File: src/rtl/mbbw_pkg.sv
package mbbw_pkg;

	localparam int NUM_SOURCES_DEF = 7;
	localparam int COUNT_WIDTH_DEF = 16;

	localparam int NUM_REGS  = 7;
	localparam int REG_W     = 16;
	localparam int CFG_IDX_W = 3;
	localparam int CMD_W     = 3;
	localparam int SRC_W     = 3;
	localparam int KIND_W    = 2;
	localparam int OUT_REM_W = 16;

	localparam int TRANSPORT_SRC = 4;

	localparam logic [CMD_W-1:0] CMD_START  = 3'd0;
	localparam logic [CMD_W-1:0] CMD_STOP   = 3'd1;
	localparam logic [CMD_W-1:0] CMD_PAUSE  = 3'd2;
	localparam logic [CMD_W-1:0] CMD_RESUME = 3'd3;
	localparam logic [CMD_W-1:0] CMD_TICK   = 3'd4;

	localparam logic [KIND_W-1:0] KIND_BARK   = 2'd0;
	localparam logic [KIND_W-1:0] KIND_BITE   = 2'd1;
	localparam logic [KIND_W-1:0] KIND_NOTICE = 2'd2;

	localparam logic [REG_W-1:0] REG_RESET [NUM_REGS] = '{
		16'd5, 16'd5, 16'd10, 16'd5, 16'd20, 16'd20, 16'd20
	};

	// Operation on the channel store
	typedef enum logic [1:0] {
		CH_NONE,
		CH_START,
		CH_STOP,
		CH_UPDATE
	} chan_op_t;

	// Verdict of the shared countdown unit for one channel
	typedef struct packed {
		logic bite;
		logic notice;
		logic bark;
	} dec_res_t;

endpackage

File: src/rtl/multi_source_bark_bite_watchdog.sv
// Start, stop, pause and resume words are handled in idle; ready stays high after them.
// A tick word (not paused) scans one channel per cycle through one shared
// countdown unit, unless the output is full while an event is already held;
// after the last channel it enters a flush state if it raised events, and
// the final event word of the tick leaves from that flush state.
// Reset (arst_n low, asynchronous) clears all channels and pause, reloads timeouts.
module multi_source_bark_bite_watchdog #(
	parameter int NUM_SOURCES = mbbw_pkg::NUM_SOURCES_DEF,
	parameter int COUNT_WIDTH = mbbw_pkg::COUNT_WIDTH_DEF
) (
	input  logic                             clk,
	input  logic                             arst_n,
	// configuration write port
	input  logic                             cfg_wr_en,
	input  logic [mbbw_pkg::CFG_IDX_W-1:0]   cfg_idx,
	input  logic [mbbw_pkg::REG_W-1:0]       cfg_wdata,
	// command words
	input  logic                             in_valid,
	output logic                             in_ready,
	input  logic [mbbw_pkg::CMD_W-1:0]       command,
	input  logic [mbbw_pkg::SRC_W-1:0]       source,
	// event words
	output logic                             out_valid,
	input  logic                             out_ready,
	output logic [mbbw_pkg::SRC_W-1:0]       event_source,
	output logic [mbbw_pkg::KIND_W-1:0]      event_kind,
	output logic [mbbw_pkg::OUT_REM_W-1:0]   remaining_ticks,
	output logic                             last_event
);
	import mbbw_pkg::*;

	localparam int IDX_W = (NUM_SOURCES > 1) ? $clog2(NUM_SOURCES) : 1;
	localparam logic [IDX_W-1:0] LAST_IDX = IDX_W'(NUM_SOURCES - 1);

	typedef enum logic [1:0] {
		ST_IDLE,
		ST_SCAN,
		ST_FLUSH
	} state_t;

	state_t            state_q;
	logic [IDX_W-1:0]  idx_q;
	logic              paused_q;

	// One event is held back so that the final one of a tick can be marked.
	logic                 pend_valid_q;
	logic [SRC_W-1:0]     pend_src_q;
	logic [KIND_W-1:0]    pend_kind_q;
	logic [OUT_REM_W-1:0] pend_rem_q;

	logic                 out_valid_q;
	logic [SRC_W-1:0]     out_src_q;
	logic [KIND_W-1:0]    out_kind_q;
	logic [OUT_REM_W-1:0] out_rem_q;
	logic                 out_last_q;

	// store and shared unit hookup
	chan_op_t               ch_op;
	logic [IDX_W-1:0]       ch_addr;
	logic                   rd_active;
	logic [COUNT_WIDTH-1:0] rd_rem;
	logic [COUNT_WIDTH-1:0] rd_timeout;
	logic [COUNT_WIDTH-1:0] rem_dec;
	logic [COUNT_WIDTH-1:0] next_rem;
	logic                   next_active;
	dec_res_t               res;
	logic                   is_transport;

	logic              in_acc;
	logic              src_ok;
	logic [IDX_W-1:0]  src_idx;
	logic              can_push;
	logic              has_event;
	logic              advance;
	logic              load_pend;
	logic              push;
	logic              push_last;
	logic              pend_after;
	logic [KIND_W-1:0] new_kind;

	assign in_ready = (state_q == ST_IDLE);
	assign in_acc   = in_valid & in_ready;
	assign src_ok   = (int'(source) < NUM_SOURCES);
	assign src_idx  = IDX_W'(source);
	assign can_push = ~out_valid_q | out_ready;

	// Idle uses the store for start/stop at the word's source; scan walks idx_q.
	assign ch_addr      = (state_q == ST_IDLE) ? src_idx : idx_q;
	assign is_transport = (int'(idx_q) == TRANSPORT_SRC);
	assign has_event    = res.bite | res.notice | res.bark;

	always_comb begin
		if (res.notice) begin
			new_kind = KIND_NOTICE;
		end else if (res.bite) begin
			new_kind = KIND_BITE;
		end else begin
			new_kind = KIND_BARK;
		end
	end

	mbbw_chan #(
		.NUM_SOURCES (NUM_SOURCES),
		.COUNT_WIDTH (COUNT_WIDTH),
		.IDX_W       (IDX_W)
	) u_chan (
		.clk        (clk),
		.arst_n     (arst_n),
		.cfg_wr_en  (cfg_wr_en),
		.cfg_idx    (cfg_idx),
		.cfg_wdata  (cfg_wdata),
		.op         (ch_op),
		.addr       (ch_addr),
		.wr_rem     (next_rem),
		.wr_active  (next_active),
		.rd_active  (rd_active),
		.rd_rem     (rd_rem),
		.rd_timeout (rd_timeout)
	);

	mbbw_dec #(
		.COUNT_WIDTH (COUNT_WIDTH)
	) u_dec (
		.rem          (rd_rem),
		.timeout      (rd_timeout),
		.is_transport (is_transport),
		.rem_dec      (rem_dec),
		.next_rem     (next_rem),
		.next_active  (next_active),
		.res          (res)
	);

	// Sequencer decisions for this cycle.
	always_comb begin
		ch_op     = CH_NONE;
		advance   = 1'b0;
		load_pend = 1'b0;
		push      = 1'b0;
		push_last = 1'b0;
		case (state_q)
			ST_IDLE: begin
				// Apply start and stop straight to the store.
				if (in_acc && src_ok) begin
					if (command == CMD_START) begin
						ch_op = CH_START;
					end else if (command == CMD_STOP) begin
						ch_op = CH_STOP;
					end
				end
			end
			ST_SCAN: begin
				if (!rd_active) begin
					advance = 1'b1;
				end else if (!has_event) begin
					ch_op   = CH_UPDATE;
					advance = 1'b1;
				end else if (!pend_valid_q || can_push) begin
					// Release the held event and hold the new one.
					ch_op     = CH_UPDATE;
					advance   = 1'b1;
					load_pend = 1'b1;
					push      = pend_valid_q;
				end
				// else stall: output full and an event is already held
			end
			ST_FLUSH: begin
				if (can_push) begin
					push      = 1'b1;
					push_last = 1'b1;
				end
			end
			default: begin
			end
		endcase
	end

	assign pend_after = pend_valid_q | load_pend;

	always_ff @(posedge clk or negedge arst_n) begin
		if (!arst_n) begin
			state_q      <= ST_IDLE;
			idx_q        <= '0;
			paused_q     <= 1'b0;
			pend_valid_q <= 1'b0;
			pend_src_q   <= '0;
			pend_kind_q  <= '0;
			pend_rem_q   <= '0;
			out_valid_q  <= 1'b0;
			out_src_q    <= '0;
			out_kind_q   <= '0;
			out_rem_q    <= '0;
			out_last_q   <= 1'b0;
		end else begin
			case (state_q)
				ST_IDLE: begin
					if (in_acc) begin
						case (command)
							CMD_PAUSE: paused_q <= 1'b1;
							CMD_RESUME: paused_q <= 1'b0;
							CMD_TICK: begin
								if (!paused_q) begin
									idx_q   <= '0;
									state_q <= ST_SCAN;
								end
							end
							default: begin
							end
						endcase
					end
				end
				ST_SCAN: begin
					if (advance) begin
						if (idx_q == LAST_IDX) begin
							state_q <= pend_after ? ST_FLUSH : ST_IDLE;
						end else begin
							idx_q <= idx_q + IDX_W'(1);
						end
					end
				end
				ST_FLUSH: begin
					if (push_last) begin
						state_q <= ST_IDLE;
					end
				end
				default: state_q <= ST_IDLE;
			endcase

			if (load_pend) begin
				pend_valid_q <= 1'b1;
			end else if (push_last) begin
				pend_valid_q <= 1'b0;
			end

			if (push) begin
				out_valid_q <= 1'b1;
			end else if (out_ready) begin
				out_valid_q <= 1'b0;
			end

			// Capture the new event as held and advance the held one to the output.
			if (load_pend) begin
				pend_src_q  <= SRC_W'(idx_q);
				pend_kind_q <= new_kind;
				pend_rem_q  <= res.bark ? OUT_REM_W'(rem_dec) : '0;
			end
			if (push) begin
				out_src_q  <= pend_src_q;
				out_kind_q <= pend_kind_q;
				out_rem_q  <= pend_rem_q;
				out_last_q <= push_last;
			end
		end
	end

	assign out_valid       = out_valid_q;
	assign event_source    = out_src_q;
	assign event_kind      = out_kind_q;
	assign remaining_ticks = out_rem_q;
	assign last_event      = out_last_q;

endmodule

File: src/rtl/mbbw_dec.sv
module mbbw_dec #(
	parameter int COUNT_WIDTH = mbbw_pkg::COUNT_WIDTH_DEF
) (
	input  logic [COUNT_WIDTH-1:0] rem,
	input  logic [COUNT_WIDTH-1:0] timeout,
	input  logic                   is_transport,
	output logic [COUNT_WIDTH-1:0] rem_dec,
	output logic [COUNT_WIDTH-1:0] next_rem,
	output logic                   next_active,
	output mbbw_pkg::dec_res_t     res
);
	import mbbw_pkg::*;

	logic zero;

	// Saturating decrement, then compare against half the timeout.
	assign rem_dec = (rem == '0) ? '0 : rem - COUNT_WIDTH'(1);
	assign zero    = (rem_dec == '0);

	assign res.bite   = zero & ~is_transport;
	assign res.notice = zero & is_transport;
	assign res.bark   = ~zero & ~is_transport & (rem_dec <= (timeout >> 1));

	// Transport reloads, other bites clear the channel.
	always_comb begin
		if (res.notice) begin
			next_rem    = timeout;
			next_active = 1'b1;
		end else if (res.bite) begin
			next_rem    = '0;
			next_active = 1'b0;
		end else begin
			next_rem    = rem_dec;
			next_active = 1'b1;
		end
	end

endmodule

File: src/rtl/mbbw_chan.sv
module mbbw_chan #(
	parameter int NUM_SOURCES = mbbw_pkg::NUM_SOURCES_DEF,
	parameter int COUNT_WIDTH = mbbw_pkg::COUNT_WIDTH_DEF,
	parameter int IDX_W       = (NUM_SOURCES > 1) ? $clog2(NUM_SOURCES) : 1
) (
	input  logic                             clk,
	input  logic                             arst_n,
	input  logic                             cfg_wr_en,
	input  logic [mbbw_pkg::CFG_IDX_W-1:0]   cfg_idx,
	input  logic [mbbw_pkg::REG_W-1:0]       cfg_wdata,
	input  mbbw_pkg::chan_op_t               op,
	input  logic [IDX_W-1:0]                 addr,
	input  logic [COUNT_WIDTH-1:0]           wr_rem,
	input  logic                             wr_active,
	output logic                             rd_active,
	output logic [COUNT_WIDTH-1:0]           rd_rem,
	output logic [COUNT_WIDTH-1:0]           rd_timeout
);
	import mbbw_pkg::*;

	logic [REG_W-1:0]       timeout_q [NUM_REGS];
	logic                   active_q  [NUM_SOURCES];
	logic [COUNT_WIDTH-1:0] remain_q  [NUM_SOURCES];

	// Channels past the register list have a zero timeout.
	assign rd_timeout = (int'(addr) < NUM_REGS) ?
		COUNT_WIDTH'(timeout_q[CFG_IDX_W'(addr)]) : '0;
	assign rd_active  = active_q[addr];
	assign rd_rem     = remain_q[addr];

	always_ff @(posedge clk or negedge arst_n) begin
		if (!arst_n) begin
			for (int i = 0; i < NUM_REGS; i++) begin
				timeout_q[i] <= REG_RESET[i];
			end
		end else if (cfg_wr_en && (int'(cfg_idx) < NUM_REGS)) begin
			timeout_q[cfg_idx] <= cfg_wdata;
		end
	end

	always_ff @(posedge clk or negedge arst_n) begin
		if (!arst_n) begin
			for (int i = 0; i < NUM_SOURCES; i++) begin
				active_q[i] <= 1'b0;
				remain_q[i] <= '0;
			end
		end else begin
			case (op)
				CH_START: begin
					active_q[addr] <= 1'b1;
					remain_q[addr] <= rd_timeout;
				end
				CH_STOP: begin
					active_q[addr] <= 1'b0;
					remain_q[addr] <= '0;
				end
				CH_UPDATE: begin
					active_q[addr] <= wr_active;
					remain_q[addr] <= wr_rem;
				end
				default: begin
				end
			endcase
		end
	end

endmodule

File: config.mk
export PLATFORM = sky130hd
export DESIGN_NAME = multi_source_bark_bite_watchdog
export DESIGN_NICKNAME = d
export VERILOG_FILES = /design/src/rtl/mbbw_pkg.sv /design/src/rtl/multi_source_bark_bite_watchdog.sv /design/src/rtl/mbbw_dec.sv /design/src/rtl/mbbw_chan.sv
export SDC_FILE = /design/constraint.sdc
export NUM_CORES = 1
export LEC_CHECK = 0
export BUFFER_PORTS_ARGS = -buffer_cell sky130_fd_sc_hd__clkbuf_2
export CAP_MARGIN = 20
export CORE_MARGIN = 2
export CORE_UTILIZATION = 45
export DETAILED_ROUTE_END_ITERATION = 6
export PLACE_DENSITY = 0.63
export SYNTH_ARGS = -nofsm -noshare
export SYNTH_HDL_FRONTEND = slang
export SYNTH_SLANG_ARGS = --single-unit
export TNS_END_PERCENT = 10
File: constraint.sdc
create_clock -name clk -period 6.5 [get_ports clk]
set_input_delay 0.65 -clock clk [delete_from_list [all_inputs] [get_ports clk]]
set_output_delay 0.65 -clock clk [all_outputs]
set_load 0.01 [all_outputs]
# Yosys cells after proc, flatten, opt, wreduce, memory -nomap -nowiden
# Index checks and enable logic that the tools add are counted.
[classes]
addsub = 2
mul = 0
n_div = 0
order_cmp = 8
n_eq_ne = 18
shifts = 0
n_mux = 70
bitwise = 19
reduce_logical = 18
[op_table]
columns = ["cell", "n"]
rows = [
  ["$bwmux 112", 3],
  ["$pmux 112 s3", 1],
  ["$mux 16", 11],
  ["$and 112x112->112", 1],
  ["$not 112->112", 1],
  ["$bmux 16 s3", 2],
  ["$demux 16 s3", 2],
  ["$logic_not 16->1", 2],
  ["$mux 2", 14],
  ["$mux 1", 22],
  ["$pmux 7 s3", 1],
  ["$mux 3", 6],
  ["$le 16x15->1", 1],
  ["$sub 16x1->16 const B", 1],
  ["$reduce_and 6->1", 2],
  ["$ne 2x2->1 const B", 5],
  ["$eq 3x3->1 const B", 3],
  ["$lt 3x3->1 const B", 3],
  ["$ge 4x4->1 const B", 2],
  ["$lt 4x1->1 const B", 2],
  ["$not 3->4", 2],
  ["$reduce_bool 2->1", 4],
  ["$and 7x7->7", 1],
  ["$bwmux 7", 1],
  ["24 further kinds", 42],
]
[totals]
reg_bits = 282
latch_bits = 0
ram_bits = 0
mem_bits_ro = 0
wordCells = 168
memories = 0

# Longest topological paths before layout
# Gate-level depths: netlist (run 1).
[depth]
word_depth = 21
ltp_mapped = 31

# Cells and area by module
# Synthesis (run 1) repeated with hierarchy kept, for this count alone.
[hier_totals]
hier_cells = 1343
hier_area_um2 = 15214.6
[by_module_without_submodules]
columns = ["mod", "n_inst", "cells_each", "area_each_um2", "seq_area_each_um2"]
rows = [
  ["mbbw_chan", 1, 953, 11607.4, 5798.1],
  ["multi_source_bark_bite_watchdog", 1, 206, 2374.8, 1276.2],
  ["mbbw_dec", 1, 184, 1232.4, 0.0],
]

# Worst setup path after synthesis (run 1)
# No wires, ideal clock.
[synth_path]
path_kind = "reg-to-reg"
startpoint = "register state_q[0]"
endpoint = "register u_chan.remain_q[61] (netlist name)"
setup_ps = 90
t_arrival_ps = 5823
t_required_ps = 6410
slack_ps = 586
stages_incl_launch_ff = 28
path_buffers = 5
period_less_slack_ps = 5914
path_cell_list = "dfrtp_1 inv_1 ha_1 buf_6 mux2i_2 buf_2 buf_6 mux2i_1 o22ai_1 a311oi_1 nand4_4 nor4_1 mux2i_1 clkinv_1 ha_1 and4_1 nand4_1 a21oi_1 o221ai_1 a32o_1 nor4b_1 o21ai_0 a21oi_1 a211oi_4 buf_2 nand3_1 buf_2 o221ai_1"
[synth_via]
elab_chain_cells = 18
[synth_rtl]
columns = ["element", "line", "text"]
rows = [
  ["from (decl)", "multi_source_bark_bite_watchdog.sv:41", "state_t state_q;"],
  ["from (signal assigned)", "multi_source_bark_bite_watchdog.sv:214", "state_q <= pend_after ? ST_FLUSH : ST_IDLE;"],
  ["$logic_not 2->1 *", "multi_source_bark_bite_watchdog.sv:81", "assign in_ready = (state_q == ST_IDLE);"],
  ["via in_ready", "multi_source_bark_bite_watchdog.sv:19", "output logic in_ready,"],
  ["parallel branches: the longest is 17 deep, another holds $sub 16x1->16", "n/a", ""],
  ["to (signal, indexed assignment)", "mbbw_chan.sv:51", "remain_q[addr] <= rd_timeout;"],
  ["to (signal, indexed assignment)", "mbbw_chan.sv:59", "remain_q[addr] <= wr_rem;"],
  ["to (decl)", "mbbw_chan.sv:23", "logic [COUNT_WIDTH-1:0] remain_q [NUM_SOURCES];"],
]
# Mark *: on every way through the listed nets, which the timed path passes. The select of a mux whose other input is x is not followed.
# A chain may end at the register's enable or synchronous reset.

# Worst setup path in the final report (run 1)
[layout_path]
startpoint = "register state_q[1]"
endpoint = "register u_chan.remain_q[16] (netlist name)"
[layout_via]
elab_chain_cells = 18
[layout_rtl]
columns = ["element"]
rows = [
  ["parallel branches: the longest is 18 deep, another holds $sub 16x1->16"],
]
# Parallel ways; which one is timed is not known. The select of a mux whose other input is x is not followed.

==> impl_metrics.csv, run 1 <==
group,metric,value,unit
run_status,status,"finished, final reports clean",
global_routing,antenna_found_initial,0,
timing,final.setup.tns,0,ns
floorplanning,row_count,68,
clock_network,clk-insertion-delay-late,0.60,ns
detailed_routing,vias_per_cell,6.454,
detailed_routing,dr.pass1.iters,7,
clock_network,clk_pin_slew,0.06,ns
timing,setup_viol,0,
timing,tightestPinTransition,1.089,ns
worst_setup_path,start_kind,"register",
final_layout,drive_gt1_share,25.25,%
detailed_routing,postRouteAntennaNets,0,
clock_network,cts_made_buffers,31,
detailed_routing,num_vias,13825,
timing,slew_viol_final,0,
power,swShare,48.27,%
final_layout,final_area,0.01831,sq mm
logic_synthesis,ys_types,91,
place,hpwl,36.37,mm
final_layout,num_antenna_cells,0,
worst_setup_path,crit_family,"compound AO/OA/AOI/OAI gates",
logic_synthesis,syn_area_per_cell,10.03,sq um
floorplanning,chipHeight,190.3,microns
worst_setup_path,cp_data_required_time,6.98,ns
global_routing,grt_util_met1,39.61,%
timing,period_minus_slack,6.218,ns
clock_network,clk_path_buf_depth,3,
logic_synthesis,synth_top_flop_cell,"dfrtp_1",
logic_synthesis,synth_edf_count,0,
detailed_routing,drcViolationCount,0,
floorplanning,start_util,45.44,%
power,pwr-share-clk,16.5,%
worst_setup_path,cp-end-kind,"register",
floorplanning,dieArea,0.03622,sq mm
detailed_routing,wl,53.68,mm
hold_path,hold_class,"in2async",
clock_network,htreeDepth,1,
detailed_routing,wire_per_inst,25.06,microns
timing,worst_slew_margin_rel,26.85,%
power,power,11.43,mW
power,power.internal,5.914,mW
power,power_frac_comb,58.9,%
detailed_routing,drtIter0Drc,1762,
floorplanning,core_area,0.03437,sq mm
global_routing,use_met2,47.31,%
timing,finalCritPeriodShare,95.66,%
timing,rsz0062_at_grt,"false",
global_routing,grt_start_max_net_pins,121,
final_layout,fillers,3137,
place,numPortBuffers,53,
final_layout,layout_common_cells,"dfrtp_1, nand3_1, mux2_2, buf_4, nand2_1",
logic_synthesis,ys_seq_elements,282,
final_layout,area.sequential,0.007074,sq mm
timing,final_hold_viol_count,0,
global_routing,track_usage,29.59,%
global_routing,met3_usage,5.889,%
logic_synthesis,synth-async-reset-ratio,100.0,%
clock_network,cts_tree,"done",
clock_network,cts-root-buf,"clkbuf_16",
timing,holdWs,0.1078,ns
power,p_leak,7.760,nW
worst_setup_path,slowest_stage,"a2111oi_4",
floorplanning,die_w,190.3,microns
worst_setup_path,cp.arrival,6.69,ns
timing,finalClockSkew,0.01800,ns
place,place_area,0.01718,sq mm
worst_setup_path,path_max_fanout,34,
global_routing,overflow,0,
worst_setup_path,cp_num_buf_inv,6,
final_layout,final_nets,1716,
power,power_switching,5.519,mW
floorplanning,io_pins,54,
logic_synthesis,syn_area,0.01562,sq mm
logic_synthesis,seq_area_frac_synth,45.29,%
timing,fmax,160.8,MHz
worst_setup_path,path_class,"reg2reg",
final_layout,final_util,53.27,%
place,gp_congestion,0.9645,
final_layout,final_common_cell,"dfrtp_1",
logic_synthesis,synth_warnings,0,
power,power_frac_seq,24.6,%
power,ir_drop,358.6,uV
logic_synthesis,synth_fp_nets,1612,
logic_synthesis,synthCells,1558,
job,drv_cap,0,
final_layout,syn2layout_area_growth,17.22,%
global_routing,first_global_vias,13693,
power,power_density,624.4,mW/mm^2
global_routing,busiest_layer,"met2",
worst_setup_path,max_stage_delay,0.47,ns
final_layout,multi_input_area,0.007685,sq mm
global_routing,grt_pass1_wl,82.24,mm
clock_network,clock_sinks,282,
routing by layer:
metal | vias to the layer above | share of wire, %
met1 | 6854 | 41
met3 | 146 | 8.9
li1 | 6096 | -
met4 | 0 | 4.0
met2 | 729 | 46
met5 | - | 0
power by group through the flow:
stage | sequential (mW) | combinational (mW) | clock, mW
after floorplan | 2.69 | 3.85 | 0
after global placement | 2.80 | 6.44 | 0
after detailed placement | 2.82 | 6.48 | 0
after CTS | 2.80 | 6.51 | 1.91
after global routing | 2.87 | 7.13 | 1.98
final | 2.81 | 6.74 | 1.88
stage by stage:
stage / worst slack [ns] / std cells
floorplan: 0.5865 / 1558
global placement: 0.4001 / 2081
detailed placement: 0.2400 / 2081
CTS: 0.1625 / 2139
global route: 0.006754 / 2142
finish: 0.2819 / 2142
state kept, by name (all words and copies together) (netlist names):
name and count:
idx_q 3, state_q 2, last_event 1, pend_valid_q 1, u_chan.remain_q 112, out_valid 1, pend_src_q 3, pend_kind_q 2
u_chan.active_q 7, event_source 3, remaining_ticks 16, pend_rem_q 16, u_chan.timeout_q 112, paused_q 1, event_kind 2
Yosys cell counts (all sizes together), types with 7 or more instances:
library cell,instances,area share [%]
nand2,110,2.6
o22a,10,0.56
nor2,46,1.2
o211ai,14,0.67
o221ai,108,6.1
inv,107,2.6
nor4,7,0.42
o21ai,61,2.0
nand3,136,4.5
ha,24,1.9
dfstp,14,2.4
a211oi,9,0.54
nor2b,25,1.0
clkbuf,60,1.4
a2bb2oi,9,0.54
and3,32,1.3
nand4,35,1.7
a221o,9,0.58
mux2,115,8.3
nor3b,7,0.43
nor3,29,0.93
o22ai,33,1.3
mux2i,9,0.62
dfrtp,268,43
buf,53,2.0
a21oi,83,3.1
a2111oi,7,1.0
a22o,16,0.90
or3,15,0.60
o31ai,10,0.63
repair_timing:
action	CTS	global route
resized for setup	0	5
buffers inserted	0	3
hold buffers	0	0
endpoints found under the setup margin	0	141
cells by family (layout without fill, tap and decap cells):
group                    count (synthesis)  in the layout  synth area share, %
XOR/XNOR                                 6              6               0.3364
AO/OA/AOI/OAI                          425            425                21.04
buffers and inverters                  221            350                6.064
AND/OR/NAND/NOR                        476            476                16.41
adder cells (fa/ha/maj)                 24             24                1.922
multiplexers                           124            124                8.939
flip-flops                             282            282                45.29
area by class of cell:
type / count / share of cell area [%]
clock buffers: 45 / 5.070
clock inverters: 13 / 0.8952
inverters: 108 / 2.214
multi-input cells: 1055 / 41.97
flip-flops and latches: 282 / 38.64
well taps: 455 / 3.109
repair buffers: 184 / 8.104
worst paths after layout:
path | start | endpoint | slack [ns] | depth (start not counted)
setup / recovery | state_q[1] | u_chan.remain_q[16] | 0.28 | 25
hold / removal | arst_n | event_source[0] | 0.11 | 1
setup reg to reg | state_q[1] | u_chan.remain_q[16] | 0.28 | 25
hold reg to reg | pend_kind_q[1] | pend_kind_q[1] | 0.50 | 1
max in group asynchronous | arst_n | u_chan.remain_q[76] | 5.19 | 2
min in group clk | command[0] | paused_q | 0.36 | 2
Note: power is estimated with default switching activity, not from simulation.
==> run 2, diff against run 1 <==
--- a/config.mk
+++ b/config.mk
@@ -9,6 +9,7 @@
 export CAP_MARGIN = 20
 export CORE_MARGIN = 2
 export CORE_UTILIZATION = 45
+export CTS_BUF_LIST = sky130_fd_sc_hd__clkbuf_8 sky130_fd_sc_hd__clkbuf_16
 export DETAILED_ROUTE_END_ITERATION = 6
 export PLACE_DENSITY = 0.63
 export SYNTH_ARGS = -nofsm -noshare
==> impl_metrics.csv, run 2 (same netlist as run 1, synthesis figures left out) <==
group,metric,value,unit
run_status,status,"finished, final reports clean",
place,placed_cells,2081,
worst_setup_path,max_stage_delay,0.47,ns
timing,final.setup.tns,0,ns
worst_setup_path,crit_path_start,"state_q[1]",
hold_path,hold_class,"in2async",
clock_network,clk-insertion-delay-late,0.60,ns
place,hpwl,36.37,mm
timing,slew_viol_final,0,
clock_network,cts-root-buf,"clkbuf_16",
floorplanning,core_area,0.03437,sq mm
final_layout,multi_input_area,0.007685,sq mm
timing,worst_slew_margin_rel,27.03,%
timing,finalCritPeriodShare,95.82,%
global_routing,track_usage,29.59,%
worst_setup_path,start_kind,"register",
power,power_switching,5.509,mW
detailed_routing,drtIter0Drc,1766,
worst_setup_path,cp_data_required_time,6.98,ns
job,drv_cap,0,
global_routing,grt_start_max_net_pins,121,
worst_setup_path,path_max_fanout,34,
power,power.internal,5.908,mW
power,power_frac_comb,58.9,%
clock_network,clk_path_buf_depth,3,
power,power_density,623.5,mW/mm^2
global_routing,grt_pass1_wl,82.24,mm
detailed_routing,wire_per_inst,25.04,microns
place,place_area,0.01718,sq mm
detailed_routing,dr.pass1.iters,5,
global_routing,first_global_vias,13693,
final_layout,fillers,3137,
detailed_routing,postRouteAntennaNets,0,
floorplanning,io_pins,54,
final_layout,final_nets,1716,
final_layout,area.sequential,0.007074,sq mm
power,p_leak,7.776,nW
power,pwr-share-clk,16.5,%
clock_network,cts_tree,"done",
global_routing,overflow,0,
worst_setup_path,path_class,"reg2reg",
worst_setup_path,r2r-start,"state_q[1]",
final_layout,reg_top3,"u_chan.remain_q x112, u_chan.timeout_q x112",
final_layout,final_common_cell,"dfrtp_1",
timing,finalClockSkew,0.01540,ns
clock_network,postCtsHoldBufs,0,
floorplanning,chipHeight,190.3,microns
floorplanning,start_util,45.44,%
timing,holdWs,0.1123,ns
timing,tightestPinTransition,1.095,ns
worst_setup_path,ff2ff_path_depth,25,
worst_setup_path,cp.arrival,6.71,ns
detailed_routing,wl,53.63,mm
floorplanning,dieArea,0.03622,sq mm
power,ir_drop,358.3,uV
final_layout,drive_gt1_share,25.25,%
worst_setup_path,slowest_stage,"a2111oi_4",
timing,setup_viol,0,
worst_setup_path,cp-end-kind,"register",
final_layout,syn2layout_area_growth,17.22,%
power,power_frac_seq,24.6,%
place,numPortBuffers,53,
floorplanning,die_w,190.3,microns
detailed_routing,drcViolationCount,0,
timing,fmax,160.6,MHz
floorplanning,row_count,68,
timing,final_hold_viol_count,0,
detailed_routing,vias_per_cell,6.440,
final_layout,instances_no_fill,2142,
clock_network,clk_pin_slew,0.06,ns
timing,period_minus_slack,6.228,ns
clock_network,cts_made_buffers,31,
place,gp_congestion,0.9645,
final_layout,layout_common_cells,"dfrtp_1, nand3_1, mux2_2, buf_4",
final_layout,num_antenna_cells,0,
timing,rsz0062_at_grt,"false",
global_routing,antenna_found_initial,0,
clock_network,htreeDepth,1,
detailed_routing,num_vias,13794,
clock_network,clock_sinks,282,
power,swShare,48.25,%
final_layout,final_area,0.01831,sq mm
==> run 2: cell types whose count changed in the layout (fill, tap and decap cells not counted), sizes merged <==
cell	change
clkbuf	-4
inv	+4
==> run 2: worst max-delay path: cells and delay by family (launching register included) <==
kind | cells | cell delay [ns]
simple gates | 7 | 1.47
buf+inv | 6 | 1.01
flops | 1 | 0.40
mux | 2 | 0.68
compound gates | 8 | 1.91
fa+ha+maj | 2 | 0.59
==> run 2: per-layer routing <==
layer  part of all wire, %  vias up  GRT usage [%]
met5                     0        -              0
li1                      -     6101              -
met3                   8.5      150          5.889
met2                    46      714          47.31
met4                   4.1        0          11.48
met1                    42     6829          39.61
==> run 2: what timing repair did <==
| action | in CTS | in global routing |
|---|---|---|
| buffers inserted | 0 | 3 |
| endpoints found under the hold margin | 0 | 0 |
| resized for setup | 0 | 5 |
| endpoints found under the setup margin | 0 | 141 |
==> run 2: final timing paths <==
kind,end,slack (ns)
max in group asynchronous,u_chan.remain_q[85],5.17
min in group clk,paused_q,0.36
setup reg to reg,u_chan.remain_q[23],0.27
hold reg to reg,pend_kind_q[1],0.50
setup / recovery,u_chan.remain_q[23],0.27
hold / removal,event_source[0],0.11
==> run 2: layout make-up <==
cell class,count,area share (%)
Clock buffer,41,4.988
Inverter,108,2.214
Multi-Input combinational cell,1055,41.97
Clock inverter,17,0.9772
Timing Repair Buffer,184,8.104
Tap cell,455,3.109
Sequential cell,282,38.64
==> run 2: power groups by stage <==
stage	logic, mW	registers [mW]	clock network [mW]
6_report	6.72	2.81	1.88
5_1_grt	7.13	2.87	1.97
4_1_cts	6.51	2.80	1.91
3_5_place_dp	6.48	2.82	0
3_3_place_gp	6.44	2.80	0
2_1_floorplan	3.85	2.69	0
==> run 2: stage by stage <==
stage / util, % / worst slack, ns / power [mW]
after floorplan: - / 0.5865 / 6.538
after global placement: 49.97 / 0.4001 / 9.244
after detailed placement: 49.97 / 0.2400 / 9.304
after CTS: 53.14 / 0.1625 / 11.21
after global routing: 53.27 / 0.006754 / 11.97
final: 53.27 / 0.2719 / 11.42
==> run 3, diff against run 2 <==
==> constraint.sdc (replaced) <==
create_clock -name clk -period 7.1 [get_ports clk]
set_input_delay 0.71 -clock clk [delete_from_list [all_inputs] [get_ports clk]]
set_output_delay 0.71 -clock clk [all_outputs]
set_load 0.01 [all_outputs]
==> impl_metrics.csv, run 3 (same netlist as run 1, synthesis figures left out) <==
group,metric,value,unit
timing,final.setup.tns,0,ns
timing,setup_viol,0,
global_routing,overflow,0,
power,power,10.41,mW
final_layout,fillers,3177,
detailed_routing,dr.pass1.iters,6,
global_routing,first_global_vias,13666,
global_routing,track_usage,30.06,%
detailed_routing,num_vias,13850,
final_layout,syn2layout_area_growth,15.86,%
floorplanning,die_w,190.3,microns
clock_network,cts-root-buf,"clkbuf_16",
timing,period_minus_slack,6.623,ns
final_layout,num_antenna_cells,0,
floorplanning,row_count,68,
floorplanning,chipHeight,190.3,microns
timing,worst_slew_margin_rel,33.97,%
power,ir_drop,360.4,uV
place,hpwl,36.53,mm
hold_path,hold_class,"in2async",
global_routing,grt_start_max_net_pins,127,
floorplanning,dieArea,0.03622,sq mm
clock_network,clk-insertion-delay-late,0.55,ns
detailed_routing,drtIter0Drc,1290,
final_layout,final_nets,1703,
detailed_routing,postRouteAntennaNets,0,
detailed_routing,wire_per_inst,25.44,microns
clock_network,cts_tree,"done",
worst_setup_path,path_class,"reg2reg",
power,p_leak,7.693,nW
final_layout,final_common_cell,"dfrtp_1",
timing,finalCritPeriodShare,93.28,%
job,drv_cap,0,
detailed_routing,drcViolationCount,0,
clock_network,clock_sinks,282,
worst_setup_path,cp_data_required_time,7.54,ns
final_layout,final_util,52.65,%
final_layout,reg_top3,"u_chan.remain_q x112, u_chan.timeout_q x112",
power,power_density,575.0,mW/mm^2
final_layout,layout_common_cells,"dfrtp_1, nand3_1, mux2_2, nand2_1, inv_1",
clock_network,clk_pin_slew,0.06,ns
floorplanning,io_pins,54,
detailed_routing,wl,54.11,mm
global_routing,antenna_found_initial,0,
clock_network,htreeDepth,2,
global_routing,grt_pass1_wl,83.17,mm
worst_setup_path,cp.arrival,7.06,ns
detailed_routing,vias_per_cell,6.512,
floorplanning,core_area,0.03437,sq mm
run_status,status,"finished, final reports clean",
final_layout,drive_gt1_share,24.46,%
place,gp_congestion,0.9453,
timing,fmax,151.0,MHz
floorplanning,start_util,45.44,%
clock_network,clk_path_buf_depth,3,
place,numPortBuffers,53,
timing,tightestPinTransition,0.9904,ns
worst_setup_path,cp-end-kind,"register",
timing,slew_viol_final,0,
timing,finalClockSkew,0.03401,ns
timing,rsz0062_at_grt,"false",
timing,final_hold_viol_count,0,
clock_network,cts_made_buffers,34,
worst_setup_path,start_kind,"register",
worst_setup_path,path_max_fanout,19,
-- run 3: path summary, 6_finish.rpt --
kind | startpoint | endpoint | slack (ns) | cells past startpoint
hold reg to reg | pend_rem_q[14] | pend_rem_q[14] | 0.50 | 1
setup reg to reg | state_q[0] | u_chan.remain_q[59] | 0.48 | 26
hold / removal | arst_n | last_event | 0.29 | 1
max in group asynchronous | arst_n | u_chan.remain_q[104] | 5.34 | 2
setup / recovery | state_q[0] | u_chan.remain_q[59] | 0.48 | 26
min in group clk | command[0] | paused_q | 0.47 | 2
-- run 3: metal layers --
metal,up-vias,share of wire [%],global-route usage [%]
met1,6930,41,39.07
met2,691,45,47.20
met4,0,4.8,14.52
li1,6075,-,-
met5,-,0,0
met3,154,8.6,7.195
-- run 3: critical path, stage by stage, from the launching register on --
cell      delay (ns)
dfrtp_1         0.39
inv_1           0.12
ha_2            0.44
mux2i_4         0.47
mux2i_1         0.29
o22ai_1         0.12
nor2_1          0.19
ha_1            0.19
nor4b_1         0.39
nand4_1         0.21
nor2_1          0.32
nand2_1         0.27
nand3_1         0.17
inv_1           0.14
ha_1            0.32
and2_1          0.16
nand4_1         0.16
a21oi_1         0.15
o221ai_1        0.11
a32o_1          0.27
nor4b_1         0.14
o21ai_0         0.18
a21oi_1         0.14
a211oi_4        0.47
nand3_1         0.22
buf_4           0.25
o221ai_1        0.23
-- run 3: cell type report --
class                      count  area [sq um]  area share (%)
multi-input combinational   1055          7669           42.37
tap                          455         569.3           3.146
clock inverter                15         165.2          0.9126
timing repair buffer         168          1226           6.775
clock buffer                  44         988.4           5.462
inverter                     108         405.4           2.240
sequential                   282          7074           39.09
-- run 3: per-stage QoR --
stage,setup slack [ns],instance area (sq um),std cells,hold slack [ns]
finish,0.4773,18100,2127,0.2903
global placement,0.4809,16870,2062,0.4809
floorplan,1.183,15620,1558,0.4144
CTS,0.3115,18030,2122,0.3530
detailed placement,0.3201,16880,2063,0.4866
global route,0.03489,18100,2127,0.3844
-- run 3: timing repair --
action | CTS | global route
resized for setup | 0 | 2
setup endpoints to repair | 0 | 143
hold buffers | 0 | 0
buffers inserted | 0 | 4
-- run 3: power breakdown --
group | total [mW] | switching, mW | internal (mW) | leakage [nW]
Clock | 1.80 | 0.741 | 1.06 | 0.588
Sequential | 2.59 | 0.395 | 2.19 | 3.28
Combinational | 6.01 | 3.94 | 2.07 | 3.82
Total | 10.4 | 5.08 | 5.33 | 7.69
